==> config.mk <==
export PLATFORM = sky130hd
export DESIGN_NAME = interval_relation_set_compose
export DESIGN_NICKNAME = d
export VERILOG_FILES = /design/src/rtl/irsc_pkg.sv /design/src/rtl/interval_relation_set_compose.sv
export SDC_FILE = /design/constraint.sdc
export NUM_CORES = 1
export LEC_CHECK = 0
export BUFFER_PORTS_ARGS = -buffer_cell sky130_fd_sc_hd__buf_2
export CAP_MARGIN = 20
export CORE_ASPECT_RATIO = 0.9
export CORE_MARGIN = 3
export CORE_UTILIZATION = 45
export CTS_CLUSTER_DIAMETER = 80
export DETAILED_ROUTE_END_ITERATION = 7
export GPL_TIMING_DRIVEN = 0
export PLACE_DENSITY = 0.71
export SLEW_MARGIN = 20
export SYNTH_ARGS = -nofsm -noshare
export SYNTH_HDL_FRONTEND = slang
export SYNTH_SLANG_ARGS = --single-unit
==> constraint.sdc <==
create_clock -name clk -period 6 [get_ports clk]
set_input_delay 0.3 -clock clk [delete_from_list [all_inputs] [get_ports clk]]
set_output_delay 0.3 -clock clk [all_outputs]
set_load 0.01 [all_outputs]
==> src/rtl/irsc_pkg.sv <==
// ----------------------------------------------------------------------------
// irsc_pkg: relation set types and tables
// Composition and converse tables of the thirteen basic interval relations.
// ----------------------------------------------------------------------------
package irsc_pkg;

  localparam int REL_W = 13;

  typedef logic [REL_W-1:0] rel_set_t;

  localparam rel_set_t REL_ALL = rel_set_t'((1 << REL_W) - 1);

  localparam rel_set_t R_EQ = 13'h0001;
  localparam rel_set_t R_B  = 13'h0002;
  localparam rel_set_t R_BI = 13'h0004;
  localparam rel_set_t R_D  = 13'h0008;
  localparam rel_set_t R_DI = 13'h0010;
  localparam rel_set_t R_O  = 13'h0020;
  localparam rel_set_t R_OI = 13'h0040;
  localparam rel_set_t R_M  = 13'h0080;
  localparam rel_set_t R_MI = 13'h0100;
  localparam rel_set_t R_S  = 13'h0200;
  localparam rel_set_t R_SI = 13'h0400;
  localparam rel_set_t R_F  = 13'h0800;
  localparam rel_set_t R_FI = 13'h1000;

  localparam rel_set_t G_BEFD = R_B | R_O | R_M | R_D | R_S;
  localparam rel_set_t G_AFTD = R_BI | R_OI | R_MI | R_D | R_F;
  localparam rel_set_t G_BEFC = R_B | R_O | R_M | R_DI | R_FI;
  localparam rel_set_t G_AFTC = R_BI | R_OI | R_MI | R_DI | R_SI;
  localparam rel_set_t G_CONC = R_O | R_OI | R_D | R_S | R_F | R_DI | R_SI | R_FI | R_EQ;
  localparam rel_set_t G_ODS  = R_O | R_D | R_S;
  localparam rel_set_t G_ODF  = R_OI | R_D | R_F;
  localparam rel_set_t G_ODI  = R_O | R_DI | R_FI;
  localparam rel_set_t G_OIDI = R_OI | R_DI | R_SI;
  localparam rel_set_t G_BOM  = R_B | R_O | R_M;
  localparam rel_set_t G_BIOM = R_BI | R_OI | R_MI;
  localparam rel_set_t G_FEQ  = R_F | R_FI | R_EQ;
  localparam rel_set_t G_SEQ  = R_S | R_SI | R_EQ;

  // Row is the relation from A to B, column the relation from B to C.
  localparam rel_set_t COMP_TABLE [REL_W][REL_W] = '{
    '{R_EQ, R_B, R_BI, R_D, R_DI, R_O, R_OI, R_M, R_MI, R_S, R_SI, R_F, R_FI},
    '{R_B, R_B, REL_ALL, G_BEFD, R_B, R_B, G_BEFD, R_B, G_BEFD, R_B, R_B, G_BEFD, R_B},
    '{R_BI, REL_ALL, R_BI, G_AFTD, R_BI, G_AFTD, R_BI, G_AFTD, R_BI, G_AFTD, R_BI,
      R_BI, R_BI},
    '{R_D, R_B, R_BI, R_D, REL_ALL, G_BEFD, G_AFTD, R_B, R_BI, R_D, G_AFTD, R_D, G_BEFD},
    '{R_DI, G_BEFC, G_AFTC, G_CONC, R_DI, G_ODI, G_OIDI, G_ODI, G_OIDI, G_ODI, R_DI,
      G_OIDI, R_DI},
    '{R_O, R_B, G_AFTC, G_ODS, G_BEFC, G_BOM, G_CONC, R_B, G_OIDI, R_O, G_ODI, G_ODS,
      G_BOM},
    '{R_OI, G_BEFC, R_BI, G_ODF, G_AFTC, G_CONC, G_BIOM, G_ODI, R_BI, G_ODF, G_BIOM,
      R_OI, G_OIDI},
    '{R_M, R_B, G_AFTC, G_ODS, R_B, R_B, G_ODS, R_B, G_FEQ, R_M, R_M, G_ODS, R_B},
    '{R_MI, G_BEFC, R_BI, G_ODF, R_BI, G_ODF, R_BI, G_SEQ, R_BI, G_ODF, R_BI, R_MI, R_MI},
    '{R_S, R_B, R_BI, R_D, G_BEFC, G_BOM, G_ODF, R_B, R_MI, R_S, G_SEQ, R_D, G_BOM},
    '{R_SI, G_BEFC, R_BI, G_ODF, R_DI, G_ODI, R_OI, G_ODI, R_MI, G_SEQ, R_SI, R_OI, R_DI},
    '{R_F, R_B, R_BI, R_D, G_AFTC, G_ODS, G_BIOM, R_M, R_BI, R_D, G_BIOM, R_F, G_FEQ},
    '{R_FI, R_B, G_AFTC, G_ODS, R_DI, R_O, G_OIDI, R_M, G_OIDI, R_O, R_DI, G_FEQ, R_FI}
  };

  // Bit index of the converse of each relation.
  localparam logic [3:0] CONVERSE_OF [REL_W] = '{
    4'd0, 4'd2, 4'd1, 4'd4, 4'd3, 4'd6, 4'd5, 4'd8, 4'd7, 4'd10, 4'd9, 4'd12, 4'd11
  };

endpackage

==> src/rtl/interval_relation_set_compose.sv <==
// Each accepted input word passes three register stages before its result word
// is offered on out_valid.
// Throughput: one word per cycle; the three stages advance together and hold
// while a finished result waits under out_stall.
// Reset: synchronous, active low; clears the stage valid bits only.
// ----------------------------------------------------------------------------
// interval_relation_set_compose: interval relation set composition
// Composes two relation sets through the composition table, or returns the
// converse of the first set, in a three stage pipeline.
// ----------------------------------------------------------------------------
module interval_relation_set_compose
  import irsc_pkg::*;
(
  input  logic     clk,
  input  logic     rst_n,
  input  logic     in_valid,
  output logic     in_stall,
  input  logic     in_action,
  input  rel_set_t in_first_set,
  input  rel_set_t in_second_set,
  output logic     out_valid,
  input  logic     out_stall,
  output rel_set_t out_result_set
);

  logic advance;

  // Stage 1: registered input word.
  logic     v1_r;
  logic     act1_r;
  rel_set_t s1_r;
  rel_set_t s2_r;

  // Stage 2: one masked table row union per relation of the first set.
  logic                       v2_r;
  logic                       act2_r;
  rel_set_t                   inv2_r;
  logic [REL_W-1:0][REL_W-1:0] rows2_r;
  logic [REL_W-1:0][REL_W-1:0] rows2_nxt;
  rel_set_t                   inv2_nxt;

  // Stage 3: output register.
  logic     v3_r;
  rel_set_t res3_r;
  rel_set_t res3_nxt;

  // The whole pipeline moves unless a finished word is held at the output.
  assign advance  = !(v3_r && out_stall);
  assign in_stall = !advance;

  always_ff @(posedge clk) begin
    if (!rst_n) begin
      v1_r <= 1'b0;
      v2_r <= 1'b0;
      v3_r <= 1'b0;
    end else if (advance) begin
      v1_r <= in_valid;
      v2_r <= v1_r;
      v3_r <= v2_r;
    end
  end

  always_ff @(posedge clk) begin
    if (advance) begin
      act1_r  <= in_action;
      s1_r    <= in_first_set;
      s2_r    <= in_second_set;
      act2_r  <= act1_r;
      inv2_r  <= inv2_nxt;
      rows2_r <= rows2_nxt;
      res3_r  <= res3_nxt;
    end
  end

  always_comb begin
    rows2_nxt = '0;
    inv2_nxt  = '0;
    for (int i = 0; i < REL_W; i++) begin
      for (int j = 0; j < REL_W; j++) begin
        if (s1_r[i] && s2_r[j]) begin
          rows2_nxt[i] = rows2_nxt[i] | COMP_TABLE[i][j];
        end
      end
      inv2_nxt[CONVERSE_OF[i]] = s1_r[i];
    end
  end

  always_comb begin
    res3_nxt = '0;
    for (int i = 0; i < REL_W; i++) begin
      res3_nxt = res3_nxt | rows2_r[i];
    end
    if (act2_r) begin
      res3_nxt = inv2_r;
    end
  end

  assign out_valid      = v3_r;
  assign out_result_set = res3_r;

`ifndef NO_ASSERTIONS
  a_stall_only_on_held_output: assert property (@(posedge clk) disable iff (!rst_n)
    in_stall == (out_valid && out_stall))
    else $error("input stall does not follow a held output word");

  a_invert_keeps_count: assert property (@(posedge clk) disable iff (!rst_n)
    (advance && v1_r && act1_r) |=> ($countones(inv2_r) == $countones($past(s1_r))))
    else $error("converse set lost or gained relations");

  a_empty_operand_empty_rows: assert property (@(posedge clk) disable iff (!rst_n)
    (advance && v1_r && !act1_r && ((s1_r == '0) || (s2_r == '0))) |=> (rows2_r == '0))
    else $error("composition with an empty set produced relations");

  a_stage2_reaches_output: assert property (@(posedge clk) disable iff (!rst_n)
    (advance && v2_r) |=> out_valid)
    else $error("word in flight did not reach the output register");
`endif

endmodule

Yosys cells after proc, flatten, opt, wreduce, memory -nomap -nowiden
Index checks and enable logic that the tools add are counted.

operators by class
  add/subtract/negate cells = 0
  multiply operators = 0
  div/mod/pow operators = 0
  order comparisons = 0
  eq/ne operators = 0
  shift operators = 0
  multiplexer cells = 155
  bitwise gates (word level) = 12
  reductions and logical operators = 179

operators by type and width
  operator           number
  $mux 13            22
  $mux 11            18
  $mux 12            16
  $logic_and 1x1->1  170
  $or 13x13->13      12
  $mux 10            15
  $mux 9             8
  $mux 8             8
  $mux 3             21
  $mux 2             20
  $mux 4             9
  $reduce_or 12->1   3
  $mux 5             7
  $mux 7             5
  $mux 6             5
  $reduce_or 4->1    3
  $reduce_or 2->1    3
  $mux 1             1

word-level totals
  flip-flop bits (word level) = 226
  bits in latches = 0
  memory bits (writable) = 0
  bits in read-only memories = 0
  bits of input ports = 31
  output and inout bits = 15
  memories = 0

Depth between registers and ports, before layout
  word-level depth = 13
  mapped depth = 4

Least setup slack after synthesis
No wires, ideal clock.

  path kind = register -> register
  from = reg v3_r (netlist: out_valid)
  to = reg v3_r (netlist: out_valid)
  arrival = 4.647 ns
  data required time = 5.880 ns
  slack = 1.233 ns
  stages on the path, launching flop included = 4
  path buffers = 0
  clock period less this slack = 4.767 ns
  path through = dfxtp_1 -> nand2_1 -> inv_1 -> o21a_1

between the ends
  word-level cells in the longest chain between the ends = 1

RTL lines
  what                      line                                 source
  start: declaration        interval_relation_set_compose.sv:43  logic v3_r;
  start signal: assignment  interval_relation_set_compose.sv:59  v3_r <= v2_r;
  $logic_and 1x1->1         interval_relation_set_compose.sv:48  assign advance = !(v3_r && out_stall);
  via in_stall              interval_relation_set_compose.sv:17  output logic in_stall,

The timed path passes the listed nets, and every way through them passes these cells.
A chain may end at the register's enable or synchronous reset.

Worst setup path after layout
  from = reg rows2_r[101] in the netlist's numbering
  to = reg res3_r[10] (netlist: out_result_set[10]) (data pin)

between the ends
  word-level cells in the longest chain between the ends = 7

RTL lines
  what                        line                                 source
  start: declaration          interval_relation_set_compose.sv:38  logic [REL_W-1:0][REL_W-1:0] rows2_r;
  start signal: assignment    interval_relation_set_compose.sv:70  rows2_r <= rows2_nxt;
  $or 13x13->13 (6 in a row)  interval_relation_set_compose.sv:91  res3_nxt = res3_nxt | rows2_r[i];
  $mux 13                     interval_relation_set_compose.sv:93  if (act2_r) begin
  via res3_nxt[10]            interval_relation_set_compose.sv:45  rel_set_t res3_nxt;
  end signal: assignment      interval_relation_set_compose.sv:71  res3_r <= res3_nxt;
  end: declaration            interval_relation_set_compose.sv:44  rel_set_t res3_r;

The timed path passes the listed nets, and every way through them passes these cells.

==> qor.yml <==
via_per_inst: 5.34
clock_path_buffers: 2
drtIter0Drc: 240
rsz0062_at_grt: "no"
clock_latency_ps: 410
grt_max_degree: 53
cts.reportedPaths.clkPinSlew_ps: 60
final.setup.tns_ps: 0
synthesized_net_count: 382
global_route_wire_length_before_repair_mm: 18.3
finalHoldViolCount: 0
critical-path-max-stage-delay_ps: 570
n_fill_cell: 1000
rows: 39
design.die.area_um2: 14500
drive_gt1_frac: 0.200
synthesis.area_per_instance_um2: 16.8
final_max_slew_viol_count: 0
result_of_the_run: "complete, no violations"
vias: 3170
cts_root_buffer: "clkbuf_16"
vdd_ir_drop_max_uv: 252
io_pins: 46
start_util: 0.463
antenna_violations_before_repair: 0
min_path_type: "input pin to flip-flop"
cts.repair_timing.setup_buffer_count: 0
ant_nets: 0
num_antenna_cells: 0
dpl.hpwl_mm: 7.55
grt_remaining_overflow: 0
cap_violations: 0
kind_of_critical_path: "flip-flop to flip-flop"
tightestPinTransition_ps: 774
die_h_um: 115
area_delta_synth_final_pct: 18.0
finish.cell_count_without_fillers: 594
critical_path.cell_chain: "or4_1 -> nor4_2 -> a32oi_1"
route.detailed.drc: 0
detailed_route_wl_mm: 11.7
synth.ff_latch_count: 157
worstPathBufferInverterCount: 0
fmax_mhz: 538
final_nets: 449
cp_data_required_time_ps: 6130
dieWidth_um: 127
gp_congestion: 0.816
io_buffers: 45
distinct_cell_type_count_after_synthesis: 26
place_inst: 563
p_leak_nw: 2.61
cts-resized-gates: 0
cts_inserted_buffers: 17
worst_slew_margin_rel: 0.480
yosys_warnings: 0
finalSetupViolCount: 0
crit_path_end_kind: "flip-flop"
tritoncts: "built"
synthesis.instances: 351
synth.yosys.seq_area_share: 0.794
timing.critical_path.fanout_max: 4
holdBufCountCts: 0
number_of_h_tree_branching_levels: 4
dr.pass1.iters: 4
pwr_density_cell_nw_per_um2: 353
cp_data_arrival_time_ps: 1990
worstSetupStartpointType: "flip-flop"
holdWs_ps: 61.0
grt_pass1_vias: 3359
wire_per_inst_um: 19.7
timing.final.crit_share: 0.310
syn-cell-area_um2: 5900
finalWorstPathRequiredPeriod_ps: 1860
grtUsageTotal: 0.173
clock_skew_ps: 11.7
clock-sinks: 157
critical-path-top-delay-family: "simple AND/OR/NAND/NOR gates"
core_area_um2: 12700
timing.critical_path.slowest_stage_cell: "or4_1"
## power breakdown
part | switching, mW | leakage (nW) | total [mW] | internal (mW)
clock | 0.395 | 0.268 | 1.00 | 0.606
combinational | 0.0557 | 0.661 | 0.105 | 0.0495
sequential | 0.0532 | 1.69 | 1.35 | 1.30
total | 0.504 | 2.61 | 2.45 | 1.95
## per-stage QoR
stage	worst slack (ps)	power (mW)	utilization	instance area [um^2]
2_1_floorplan	1230	1.41	-	5900
3_3_place_gp	118	1.47	0.497	6330
3_5_place_dp	4130	1.48	0.503	6400
4_1_cts	4170	2.48	0.547	6960
5_1_grt	4040	2.54	0.547	6960
6_report	4140	2.45	0.547	6960
## state kept, by name, indices dropped and copies added, names as in the netlist
signal / cells
v1_r: 1
s2_r: 13
act2_r: 1
act1_r: 1
out_valid: 1
out_result_set: 13
v2_r: 1
rows2_r: 100
inv2_r: 13
s1_r: 13
## cells in the final DEF (no fill, tap or decap), drive strengths merged
cell        n
or4         8
nor3       20
clkinv      8
o21a        1
and2b       5
nor2        5
clkinvlp    2
buf        49
nand3       1
and3        1
bufinv      2
a21boi      2
nand4       1
inv        13
edfxtp    154
nor2b      19
nand2       9
a32oi      12
and2       69
nor4       17
clkbuf     21
dfxtp       3
o31a        3
or3         4
mux2        1
## final cells by class
cell class,count,area [um^2],share of cell area
plain buffers,3,12.5,0.00180
repair buffers,48,293,0.0421
well taps,164,205,0.0295
clock inverters,12,124,0.0178
multi-input cells,178,1160,0.167
flip-flops and latches,157,4680,0.673
clock buffers,19,433,0.0622
inverters,13,48.8,0.00701
## cell families (layout without fill, tap and decap cells)
logic type	count (synthesis)	count (layout)	share of synthesized area
buffers and inverters	16	95	0.0104
AO/OA/AOI/OAI	18	18	0.0261
AND/OR/NAND/NOR	159	159	0.168
multiplexers	1	1	0.00191
flip-flops	157	157	0.794
## per-layer routing
metal,GRT usage,vias up,wire (um)
li1,-,1474,-
met3,0.0466,6,1030
met2,0.272,120,5770
met1,0.229,1570,4790
met4,0.0722,0,97
met5,0,-,0
## cells in the mapped netlist (all sizes together)
cell type	count	area [um^2]
a21boi	2	15.0
a32oi	12	105
and2	69	432
and2b	5	37.5
and3	1	6.26
buf	1	5.00
clkbuf	2	7.51
dfxtp	3	60.1
edfxtp	154	4620
inv	13	48.8
mux2	1	11.3
nand2	9	36.3
nand3	1	5.00
nand4	1	6.26
nor2	5	18.8
nor2b	19	119
nor3	20	120
nor4	17	119
o21a	1	7.51
o31a	3	26.3
or3	4	25.0
or4	8	63.8
## path summary, 6_finish.rpt
| check | startpoint | to | slack (ps) | depth (start not counted) |
|---|---|---|---|---|
| worst min register to register | act1_r | act2_r | 420 | 0 |
| worst min-delay path | in_first_set[12] | s1_r[12] | 60 | 1 |
| worst max-delay path | rows2_r[101] | out_result_set[10] | 4140 | 3 |
| worst max register to register | rows2_r[101] | out_result_set[10] | 4140 | 3 |
(Power assumes the default switching activity.)
